===== src/sv/mbet_pkg.sv =====
`timescale 1ns / 1ps
// ----------------------------------------------------------------------------
// mbet_pkg
// Shared widths, fixed point constants and types of the escape time pixel
// evaluator.
// ----------------------------------------------------------------------------
package mbet_pkg;

    localparam int INDEX_W   = 24;
    localparam int WIDTH_W   = 13;
    localparam int STEP_W    = 29;
    localparam int COORD_W   = 36;
    localparam int FRAC_BITS = 28;
    localparam int PROD_W    = 2 * COORD_W;
    localparam int SUM_W     = 56;
    localparam int GRAY_W    = 8;
    localparam int ECOUNT_W  = 7;
    localparam int CFG_IDX_W = 2;

    localparam logic [CFG_IDX_W-1:0] REG_ORIGIN_X    = 2'd0;
    localparam logic [CFG_IDX_W-1:0] REG_ORIGIN_Y    = 2'd1;
    localparam logic [CFG_IDX_W-1:0] REG_PIXEL_STEP  = 2'd2;
    localparam logic [CFG_IDX_W-1:0] REG_IMAGE_WIDTH = 2'd3;

    localparam logic signed [COORD_W-1:0] ORIGIN_RESET = -36'sd536870912;
    localparam logic [STEP_W-1:0]         STEP_RESET   = 29'd1048576;
    localparam logic [WIDTH_W-1:0]        WIDTH_RESET  = 13'd1024;

    localparam logic signed [COORD_W-1:0] FOUR_Q28     = 36'sd1073741824;
    localparam logic signed [COORD_W-1:0] NEG_FOUR_Q28 = -36'sd1073741824;
    localparam logic [62:0]               SIXTEEN_Q56  = 63'h1000_0000_0000_0000;

    localparam logic signed [SUM_W-1:0] COORD_MAX = 56'sd34359738367;
    localparam logic signed [SUM_W-1:0] COORD_MIN = -56'sd34359738368;

    localparam logic [GRAY_W-1:0] GRAY_FULL = 8'd255;

    typedef logic signed [COORD_W-1:0] coord_t;
    typedef logic signed [PROD_W-1:0]  prod_t;

    typedef struct packed {
        logic               done;
        logic [INDEX_W-1:0] quotient;
        logic [WIDTH_W-1:0] remainder;
    } div_res_t;

endpackage


===== src/sv/mbet_div.sv =====
`timescale 1ns / 1ps
// ----------------------------------------------------------------------------
// mbet_div
// Restoring divider that splits a pixel index into row and column, one
// quotient bit per cycle.
// ----------------------------------------------------------------------------
module mbet_div
(
    input  logic                         clk,
    input  logic                         rst_n,
    input  logic                         start,
    input  logic [mbet_pkg::INDEX_W-1:0] dividend,
    input  logic [mbet_pkg::WIDTH_W-1:0] divisor,
    output mbet_pkg::div_res_t           res
);

    localparam int CNT_W = $clog2(mbet_pkg::INDEX_W + 1);

    logic [mbet_pkg::INDEX_W-1:0] quot_reg;
    logic [mbet_pkg::INDEX_W-1:0] quot_next;
    logic [mbet_pkg::WIDTH_W-1:0] rem_reg;
    logic [mbet_pkg::WIDTH_W-1:0] rem_next;
    logic [CNT_W-1:0]             cnt_reg;
    logic                         busy_reg;
    logic                         done_reg;
    logic [mbet_pkg::WIDTH_W:0]   trial;
    logic                         fits;

    always_comb
    begin
        trial     = {rem_reg, quot_reg[mbet_pkg::INDEX_W-1]};
        fits      = trial >= {1'b0, divisor};
        rem_next  = fits ? mbet_pkg::WIDTH_W'(trial - {1'b0, divisor})
                         : trial[mbet_pkg::WIDTH_W-1:0];
        quot_next = {quot_reg[mbet_pkg::INDEX_W-2:0], fits};
    end

    always_ff @(posedge clk or negedge rst_n)
    begin
        if (!rst_n)
        begin
            busy_reg <= 1'b0;
            done_reg <= 1'b0;
            cnt_reg  <= '0;
        end
        else
        begin
            done_reg <= 1'b0;
            if (start)
            begin
                busy_reg <= 1'b1;
                cnt_reg  <= CNT_W'(mbet_pkg::INDEX_W);
            end
            else if (busy_reg)
            begin
                cnt_reg <= cnt_reg - 1'b1;
                if (cnt_reg == CNT_W'(1))
                begin
                    busy_reg <= 1'b0;
                    done_reg <= 1'b1;
                end
            end
        end
    end

    always_ff @(posedge clk)
    begin
        if (start)
        begin
            quot_reg <= dividend;
            rem_reg  <= '0;
        end
        else if (busy_reg)
        begin
            quot_reg <= quot_next;
            rem_reg  <= rem_next;
        end
    end

    assign res.done      = done_reg;
    assign res.quotient  = quot_reg;
    assign res.remainder = rem_reg;

endmodule


===== src/sv/mandelbrot_escape_time_pixel_top.sv =====
`timescale 1ns / 1ps
// Each accepted item waits for the divider, then forms c, then runs its iterations (the escape
// count, or MAX_ITER-1 when none), and at last loads the result. A new item is taken only when
// idle, after the last result has been loaded; the single shared 36x36 multiplier is used three
// times per iteration.
// Reset clears the control state and loads the register reset values.
// ----------------------------------------------------------------------------
// mandelbrot_escape_time_pixel_top
// Escape time evaluator for one pixel of a Mandelbrot image in Q8.28 fixed
// point, built around one shared multiplier under a small sequencer.
// ----------------------------------------------------------------------------
module mandelbrot_escape_time_pixel_top
#(
    parameter int MAX_ITER  = 100,
    parameter int MAX_WIDTH = 4096
)
(
    input  logic                           clk,
    input  logic                           rst_n,
    input  logic                           pixel_valid,
    output logic                           pixel_stall,
    input  logic [mbet_pkg::INDEX_W-1:0]   pixel_index,
    output logic                           result_valid,
    input  logic                           result_stall,
    output logic [mbet_pkg::GRAY_W-1:0]    gray_level,
    output logic [mbet_pkg::ECOUNT_W-1:0]  escape_count,
    input  logic                           cfg_valid,
    output logic                           cfg_ready,
    input  logic [mbet_pkg::CFG_IDX_W-1:0] cfg_index,
    input  logic [mbet_pkg::COORD_W-1:0]   cfg_data
);

    localparam int IW        = $clog2(MAX_ITER + 1);
    localparam int GRAY_STEP = 255 / MAX_ITER;
    localparam int FB        = mbet_pkg::FRAC_BITS;
    localparam int CW        = mbet_pkg::COORD_W;

    localparam logic [3:0] S_IDLE = 4'd0;
    localparam logic [3:0] S_DIV  = 4'd1;
    localparam logic [3:0] S_MCR  = 4'd2;
    localparam logic [3:0] S_MCI  = 4'd3;
    localparam logic [3:0] S_ACI  = 4'd4;
    localparam logic [3:0] S_MRR  = 4'd5;
    localparam logic [3:0] S_MII  = 4'd6;
    localparam logic [3:0] S_MRI  = 4'd7;
    localparam logic [3:0] S_CHK  = 4'd8;
    localparam logic [3:0] S_OUT  = 4'd9;

    logic [3:0]                   state_reg;
    logic [3:0]                   state_next;

    mbet_pkg::coord_t             origin_x_reg;
    mbet_pkg::coord_t             origin_y_reg;
    logic [mbet_pkg::STEP_W-1:0]  pixel_step_reg;
    logic [mbet_pkg::WIDTH_W-1:0] image_width_reg;
    logic [mbet_pkg::WIDTH_W-1:0] width_eff;

    mbet_pkg::div_res_t           div_res;
    logic                         accept;

    mbet_pkg::coord_t             mul_a;
    mbet_pkg::coord_t             mul_b;
    mbet_pkg::prod_t              mul_res;
    mbet_pkg::prod_t              prod_reg;
    mbet_pkg::prod_t              prr_reg;
    mbet_pkg::prod_t              pii_reg;
    mbet_pkg::prod_t              pri_reg;

    mbet_pkg::coord_t             cr_reg;
    mbet_pkg::coord_t             ci_reg;
    mbet_pkg::coord_t             zr_reg;
    mbet_pkg::coord_t             zi_reg;
    mbet_pkg::coord_t             c_sat;
    mbet_pkg::coord_t             origin_sel;
    logic signed [mbet_pkg::SUM_W-1:0] c_sum;

    mbet_pkg::prod_t              diff;
    logic [62:0]                  mag_sum;
    logic                         escaped;

    logic [IW-1:0]                n_reg;
    logic [IW-1:0]                count_reg;
    logic                         result_valid_reg;
    logic [mbet_pkg::GRAY_W-1:0]  gray_reg;
    logic [mbet_pkg::ECOUNT_W-1:0] ecount_reg;
    logic                         load_out;

    assign cfg_ready   = 1'b1;
    assign pixel_stall = (state_reg != S_IDLE);
    assign accept      = pixel_valid && !pixel_stall;

    always_comb
    begin
        if (image_width_reg == '0)
        begin
            width_eff = mbet_pkg::WIDTH_W'(1);
        end
        else if (32'(image_width_reg) > 32'(MAX_WIDTH))
        begin
            width_eff = mbet_pkg::WIDTH_W'(MAX_WIDTH);
        end
        else
        begin
            width_eff = image_width_reg;
        end
    end

    mbet_div u_div
    (
        .clk      (clk),
        .rst_n    (rst_n),
        .start    (accept),
        .dividend (pixel_index),
        .divisor  (width_eff),
        .res      (div_res)
    );

    always_comb
    begin
        unique case (state_reg)
            S_MCR:
            begin
                mul_a = CW'(div_res.remainder);
                mul_b = CW'(pixel_step_reg);
            end
            S_MCI:
            begin
                mul_a = CW'(div_res.quotient);
                mul_b = CW'(pixel_step_reg);
            end
            S_MRR:
            begin
                mul_a = zr_reg;
                mul_b = zr_reg;
            end
            S_MII:
            begin
                mul_a = zi_reg;
                mul_b = zi_reg;
            end
            default:
            begin
                mul_a = zr_reg;
                mul_b = zi_reg;
            end
        endcase
        mul_res = mul_a * mul_b;
    end

    always_comb
    begin
        origin_sel = (state_reg == S_MCI) ? origin_x_reg : origin_y_reg;
        c_sum      = mbet_pkg::SUM_W'(origin_sel) + $signed(prod_reg[mbet_pkg::SUM_W-1:0]);
        priority if (c_sum > mbet_pkg::COORD_MAX)
        begin
            c_sat = CW'(mbet_pkg::COORD_MAX);
        end
        else if (c_sum < mbet_pkg::COORD_MIN)
        begin
            c_sat = CW'(mbet_pkg::COORD_MIN);
        end
        else
        begin
            c_sat = CW'(c_sum);
        end
    end

    always_comb
    begin
        diff    = prr_reg - pii_reg;
        mag_sum = 63'(prr_reg[61:0]) + 63'(pii_reg[61:0]);
        escaped = (zr_reg > mbet_pkg::FOUR_Q28) || (zr_reg < mbet_pkg::NEG_FOUR_Q28)
               || (zi_reg > mbet_pkg::FOUR_Q28) || (zi_reg < mbet_pkg::NEG_FOUR_Q28)
               || (mag_sum > mbet_pkg::SIXTEEN_Q56);
    end

    assign load_out = (state_reg == S_OUT) && (!result_valid_reg || !result_stall);

    always_comb
    begin
        state_next = state_reg;
        unique case (state_reg)
            S_IDLE: if (accept) state_next = S_DIV;
            S_DIV:  if (div_res.done) state_next = S_MCR;
            S_MCR:  state_next = S_MCI;
            S_MCI:  state_next = S_ACI;
            S_ACI:  state_next = S_MRR;
            S_MRR:  state_next = S_MII;
            S_MII:  state_next = S_MRI;
            S_MRI:  state_next = S_CHK;
            S_CHK:
            begin
                if (escaped || (n_reg == IW'(MAX_ITER - 1)))
                begin
                    state_next = S_OUT;
                end
                else
                begin
                    state_next = S_MRR;
                end
            end
            S_OUT:  if (load_out) state_next = S_IDLE;
            default: state_next = S_IDLE;
        endcase
    end

    always_ff @(posedge clk or negedge rst_n)
    begin
        if (!rst_n)
        begin
            state_reg        <= S_IDLE;
            result_valid_reg <= 1'b0;
            origin_x_reg     <= mbet_pkg::ORIGIN_RESET;
            origin_y_reg     <= mbet_pkg::ORIGIN_RESET;
            pixel_step_reg   <= mbet_pkg::STEP_RESET;
            image_width_reg  <= mbet_pkg::WIDTH_RESET;
        end
        else
        begin
            state_reg <= state_next;
            if (load_out)
            begin
                result_valid_reg <= 1'b1;
            end
            else if (!result_stall)
            begin
                result_valid_reg <= 1'b0;
            end
            if (cfg_valid && cfg_ready)
            begin
                unique case (cfg_index)
                    mbet_pkg::REG_ORIGIN_X:    origin_x_reg    <= cfg_data;
                    mbet_pkg::REG_ORIGIN_Y:    origin_y_reg    <= cfg_data;
                    mbet_pkg::REG_PIXEL_STEP:  pixel_step_reg  <= cfg_data[mbet_pkg::STEP_W-1:0];
                    mbet_pkg::REG_IMAGE_WIDTH: image_width_reg <= cfg_data[mbet_pkg::WIDTH_W-1:0];
                    default: ;
                endcase
            end
        end
    end

    always_ff @(posedge clk)
    begin
        unique case (state_reg)
            S_MCR:
            begin
                prod_reg <= mul_res;
            end
            S_MCI:
            begin
                prod_reg <= mul_res;
                cr_reg   <= c_sat;
            end
            S_ACI:
            begin
                ci_reg <= c_sat;
                zr_reg <= cr_reg;
                zi_reg <= c_sat;
                n_reg  <= IW'(1);
            end
            S_MRR:
            begin
                prr_reg <= mul_res;
            end
            S_MII:
            begin
                pii_reg <= mul_res;
            end
            S_MRI:
            begin
                pri_reg <= mul_res;
            end
            S_CHK:
            begin
                if (escaped)
                begin
                    count_reg <= n_reg;
                end
                else if (n_reg == IW'(MAX_ITER - 1))
                begin
                    count_reg <= IW'(MAX_ITER);
                end
                else
                begin
                    zr_reg <= diff[FB+CW-1:FB] + cr_reg;
                    zi_reg <= pri_reg[FB+CW-2:FB-1] + ci_reg;
                    n_reg  <= n_reg + 1'b1;
                end
            end
            default: ;
        endcase
        if (load_out)
        begin
            gray_reg   <= (count_reg == IW'(MAX_ITER)) ? mbet_pkg::GRAY_FULL
                        : mbet_pkg::GRAY_W'(32'(count_reg) * GRAY_STEP);
            ecount_reg <= mbet_pkg::ECOUNT_W'(count_reg);
        end
    end

    assign result_valid = result_valid_reg;
    assign gray_level   = gray_reg;
    assign escape_count = ecount_reg;

endmodule

===== config.mk =====
export PLATFORM = sky130hd
export DESIGN_NAME = mandelbrot_escape_time_pixel_top
export DESIGN_NICKNAME = d
export VERILOG_FILES = /design/src/sv/mbet_pkg.sv /design/src/sv/mbet_div.sv /design/src/sv/mandelbrot_escape_time_pixel_top.sv
export SDC_FILE = /design/constraint.sdc
export NUM_CORES = 2
export LEC_CHECK = 0
export ABC_AREA = 1
export BUFFER_PORTS_ARGS = -buffer_cell sky130_fd_sc_hd__clkbuf_2
export CAP_MARGIN = 20
export CORE_ASPECT_RATIO = 0.6
export CORE_UTILIZATION = 40
export CTS_CLUSTER_DIAMETER = 60
export CTS_CLUSTER_SIZE = 28
export DETAILED_ROUTE_END_ITERATION = 16
export PLACE_DENSITY = 0.65
export SYNTH_ARGS = -nofsm -noshare
export SYNTH_HDL_FRONTEND = slang
export SYNTH_SLANG_ARGS = --single-unit

===== constraint.sdc =====
create_clock -name clk -period 13.4 [get_ports clk]
set_input_delay 0.67 -clock clk [delete_from_list [all_inputs] [get_ports clk]]
set_output_delay 0.67 -clock clk [all_outputs]
set_load 0.01 [all_outputs]

# == Word-level counts from Yosys, hierarchy flattened ==
# Cells that the tools add are included.
# word_totals
ff_bits,583
inputBits,67
output_inout_bits,18
word_cells,126
# classes
add_sub_neg,8
n_mul,1
order_cmp,9
n_eq_ne,21
n_mux,37
n_reduce_logical,26
# ops
op,count
$mux 36,7
$pmux 36 s2,3
$pmux 36 s3,1
$add 36x36->36,2
$gt 36x32->1 const B,2
$lt 36x31->1 const B,2
$mul 36x36->64,1
$sub 64x64->64,1
$add 62x62->63,1
$gt 63x61->1 const B,1
$add 36x56->56,1
$gt 56x36->1 const B,1
$lt 56x36->1 const B,1
$mux 24,2
$pmux 4 s10,1
$mux 13,3
$mux 7,4
$eq 4x3->1 const B,4
$mux 4,4
$eq 7x7->1 const B,2
$ge 14x13->1,1
$pmux 7 s2,1
$gt 13x13->1 const B,1
$logic_not 13->1,1
other kinds (23),54

# == Depth between registers and ports, before layout ==
# depth
ltp_word,8
ltp_mapped,41
ltp_nobuf,40

# == Cells and area by module ==
# A second synthesis with hierarchy kept.
# hier_totals
cells_unflattened,10495
area_unflattened_um2,82479.1
# modules_own_cells
module,instances,cells_per_inst,area_per_inst_um2
mandelbrot_escape_time_pixel_top,1,10089,79611.4
mbet_div,1,406,2867.8

# == Worst setup path before layout ==
# No wires, ideal clock.
# synth_timing
kind,register to register
startpoint,reg state_reg[1]
endpoint,"reg pii_reg[63], data pin"
setup_time_ns,0.271
arrival_ns,9.858
setup_slack_ns,3.271
stages_incl_launch_ff,31
path_buffers,2
path_cell_list,dfrtp_1 > nor2_4 > nand2_4 > clkinv_1 > clkbuf_1 > a22o_1 > a21oi_1 > clkbuf_1 > nor2_1 > fa_1 > inv_1 > fa_1 > fa_1 > inv_1 > fa_1 > fa_1 > fa_1 > fa_1 > inv_1 > fa_1 > inv_1 > ha_1 > a21oi_1 > inv_1 > a31oi_1 > o21ai_0 > a21oi_1 > nand3_1 > a21o_1 > a21oi_1 > xnor3_1
# synth_via
elab_chain_len,4
word_cells_on_any_way,8
classes_between,1 x mul; 4 x eq/ne; 2 x mux; 1 x reduce/logical
# synth_rtl
item,line_no,source
"start, declared",mandelbrot_escape_time_pixel_top.sv:49,logic [3:0] state_reg;
"start signal, assigned",mandelbrot_escape_time_pixel_top.sv:220,state_reg <= state_next;
$eq 4x2->1,mandelbrot_escape_time_pixel_top.sv:120,unique case (state_reg)
$reduce_or 2->1 (no source line),n/a,
$pmux 36 s2,mandelbrot_escape_time_pixel_top.sv:120,
$mul 36x36->64 *,mandelbrot_escape_time_pixel_top.sv:147,mul_res = mul_a * mul_b;
net mul_res[63],mandelbrot_escape_time_pixel_top.sv:63,mbet_pkg::prod_t mul_res;
"end signal, assigned",mandelbrot_escape_time_pixel_top.sv:267,pii_reg <= mul_res;
"end, declared",mandelbrot_escape_time_pixel_top.sv:66,mbet_pkg::prod_t pii_reg;
# Mark *: on every way through the listed nets, which the timed path passes. The rest lies on a longest branch.
# A chain may end at the register's enable or synchronous reset.

# == Final worst setup path ==
# layout_timing
startpoint,reg state_reg[3]
endpoint,"reg pii_reg[56], data pin"
# The elaborated chain is that of the path after synthesis.

==> results.md <==
* Status: finished clean
* Critical path class: reg -> reg
* Clock latency on the worst-skew pair at 0.72 ns
* Layout cells sized above 1 at 5.32%
* Simple-gate share of the synthesized area at 19.5%
* Critical path fanouts, max at 23
* Final Hold Fails at 0
* Synth Warn # at 0
* Post-synthesis cell area at 81100 µm²
* Post-synth EDFFs at 417
* Row cnt at 127
* All-Layer GR Usage at 38.0%
* Reg clk slew, reported paths at 0.11 ns
* Arr. time, crit path at 12.79 ns
* Met2 Track Usage GR at 41.7%
* Final wirelength at 395000 µm
* Register area share after synthesis at 19.7%
* Crit path largest cell delay at 0.90 ns
* Mux share of post-synthesis cell area at 0%
* Routability Congestion at 1.16
* Routing usage on met3 at 24.6%
* Crit path top cell by count: nand2_1
* Synth Area in Compound Gates at 7.75%
* Hold crit path type: in -> reg
* Max_cap viols at 0
* Vias/cell at 5.76
* Port Buf Inserts at 83
* Slew Limit Headroom at 17.7%
* Antenna violations before repair at 39
* GRT overflow at 0
* #FFs+latches synth at 556
* Max Freq at 0.0804 GHz
* Asr flop ratio synth at 22.7%
* Drt pass-1 iters at 7
* Post-Synth XOR/XNOR Area at 2.50%
* Adder-cell share of the synthesized area at 38.8%
* Via Count at 74333
* Tightest Pin Transition at 1.23 ns
* CP max-delay cell: xnor2_1
* CTS Buf Count at 31
* Vias in the first global route at 69559
* Die area at 205000 µm²
* RSZ-0062 raised after global routing: false
* Clock sinks at 556
* Layout area overhead at 7.10%
* Layout net count at 11960
* HPWL Detailed at 332000 µm
* Initial Util at 40.4%
* Largest net degree at the start of global routing at 73
* Crit start category: flop
* Cell taking the most area after synthesis: fa_1
* Crit path required time at 13.75 ns
* Clk buf depth at 3
* Die W at 583 µm
* First-pass GRT wire length at 540000 µm
* Final setup viols at 0
* Netlist cell types at 69
* DRC viols at 0
* Avg Synthesized Cell Area at 8.01 µm²
* Syn nets at 11955
* Synth area leaders: fa_1 (32%), edfxtp_1 (15%), nand2_1 (11%), inv_1 (10%), ha_1 (7.3%)
* Postcts setup bufs at 0
* Wire per inst at 30.6 µm
* Final period util at 92.8%
* TritonCTS clock tree: built
* Die height at 351 µm
* Synth top area share at 31.5%
* Largest family of logic cells by synthesized area: adder cells
* Max H-tree Level at 1
* Top_reg_cell synth: edfxtp_1
* Final min period at 12.44 ns
* Global route hottest layer: met1
* Met1 Resource Use GR at 58.4%
* Post-route antenna net violation count at 0
* Worst Hold Path Cells at 3
* # IOs at 85
* Crit end category: flop
* Root buf cell: clkbuf_16
* Setup TNS at 0 ns
* Clock skew at 0.0544 ns
* Mapped Cells at 10135
* CORE AREA at 201000 µm²
* Max-slew violations at 0
* Violation count after the first detailed-route iteration at 11348
* Worst reg2reg path depth at 40
==> final cells by class <==
class                   count  area, µm²
multi-input cells        7077      56100
well taps                2709       3390
inverters                2186       8210
diodes                     36       90.1
clock inverters            19        332
flip-flops and latches    556      16000
clock buffers              39        816
repair buffers            288       2040
fillers                 20210     114000
==> cell families after synthesis <==
logic type	count (synthesis)
flip-flops	556
AND/OR/NAND/NOR	3980
adder cells (fa/ha/maj)	1753
other	1
AO/OA/AOI/OAI	1114
buffers and inverters	2502
XOR/XNOR	229
==> layer usage <==
layer	routed length, µm	part of all wire (%)
met5	813	0.21
met4	8310	2.1
met3	80500	20
met2	127000	32
met1	178000	45
==> what timing repair did <==
| action | 4_1_cts | 5_1_grt |
|---|---|---|
| hold buffers | 1 | 0 |
| gates resized for setup | 0 | 0 |
| hold endpoints to repair | 48 | 0 |
==> placed cells by master (no fill, tap or decap), types with 47 or more instances in the layout <==
cell type,Yosys,routed
o21ai_0,397,392
clkbuf_2,0,82
edfxtp_1,417,417
ha_1,476,476
buf_4,3,187
xor2_1,142,139
nor2_1,1095,1094
nand4_1,79,79
dfrtp_1,110,110
a31oi_1,54,54
nand2_1,2406,2404
inv_1,2151,2143
nor3_1,48,47
fa_1,1277,1277
a21oi_1,453,425
nand3_1,224,221
xnor2_1,85,76
==> worst paths after layout <==
| kind | from | to | slack (ns) |
|---|---|---|---|
| max in group asynchronous | rst_n | result_valid$_DFFE_PN0P_ | 11.41 |
| worst min-delay path | cfg_data[35] | origin_y_reg[35]$_DFFE_PN1P_ | 0.17 |
| worst max register to register | state_reg[3]$_DFFE_PN0P_ | pii_reg[56]$_DFFE_PN_ | 0.96 |
| worst min register to register | count_reg[3]$_SDFFCE_PN0P_ | escape_count[3]$_DFFE_PP_ | 0.49 |
| worst max-delay path | state_reg[3]$_DFFE_PN0P_ | pii_reg[56]$_DFFE_PN_ | 0.96 |
| min in group asynchronous | rst_n | origin_y_reg[12]$_DFFE_PN0P_ | 0.49 |
==> stage by stage <==
| stage | hold slack, ns | instances | setup slack, ns | utilization [%] | instance area (µm²) |
|---|---|---|---|---|---|
| floorplan | 0.374 | 10135 | 3.27 | - | 81100 |
| global placement | 0.450 | 12794 | 1.48 | 42.6 | 85400 |
| detailed placement | 0.464 | 12804 | 1.82 | 42.6 | 85500 |
| CTS | 0.149 | 12863 | 1.75 | 43.2 | 86700 |
| global route | 0.183 | 12878 | 0.899 | 43.3 | 86800 |
| finish | 0.168 | 12910 | 0.964 | 43.3 | 86900 |
==> worst max-delay path, delay by kind of cell (launching register included) <==
| family | cells | cell delay [ns] |
|---|---|---|
| compound gates | 8 | 2.12 |
| xor+xnor | 1 | 0.90 |
| fa+ha+maj | 9 | 4.27 |
| buf+inv | 11 | 2.39 |
| flops | 1 | 0.40 |
| simple gates | 11 | 1.93 |
==> cells in the mapped netlist (5+ instances only) <==
| master | number |
|---|---|
| nand2_1 | 2406 |
| inv_1 | 2151 |
| fa_1 | 1277 |
| nor2_1 | 1095 |
| ha_1 | 476 |
| a21oi_1 | 453 |
| edfxtp_1 | 417 |
| o21ai_0 | 397 |
| clkbuf_1 | 269 |
| nand3_1 | 224 |
| xor2_1 | 142 |
| dfrtp_1 | 110 |
| xnor2_1 | 85 |
| nand4_1 | 79 |
| a31oi_1 | 54 |
| nor3_1 | 48 |
| nand2_2 | 38 |
| nor4_1 | 34 |
| o21bai_1 | 34 |
| buf_2 | 26 |
| a22o_1 | 23 |
| o22ai_1 | 23 |
| or2_2 | 22 |
| clkinv_1 | 20 |
| o21a_1 | 19 |
| a21o_1 | 18 |
| dfstp_2 | 16 |
| inv_2 | 15 |
| dfxtp_1 | 13 |
| buf_1 | 12 |
| o211ai_1 | 12 |
| nor2_2 | 11 |
| a211oi_1 | 9 |
| a21boi_0 | 8 |
| o2111ai_1 | 8 |
| o21ai_1 | 8 |
| o22ai_2 | 8 |
| nand3b_1 | 6 |
| o31ai_1 | 6 |
| a221oi_1 | 5 |
| o221ai_1 | 5 |
Power is not shown: default switching activity piles up to over one toggle a cycle in this logic, so the estimate is an artifact.
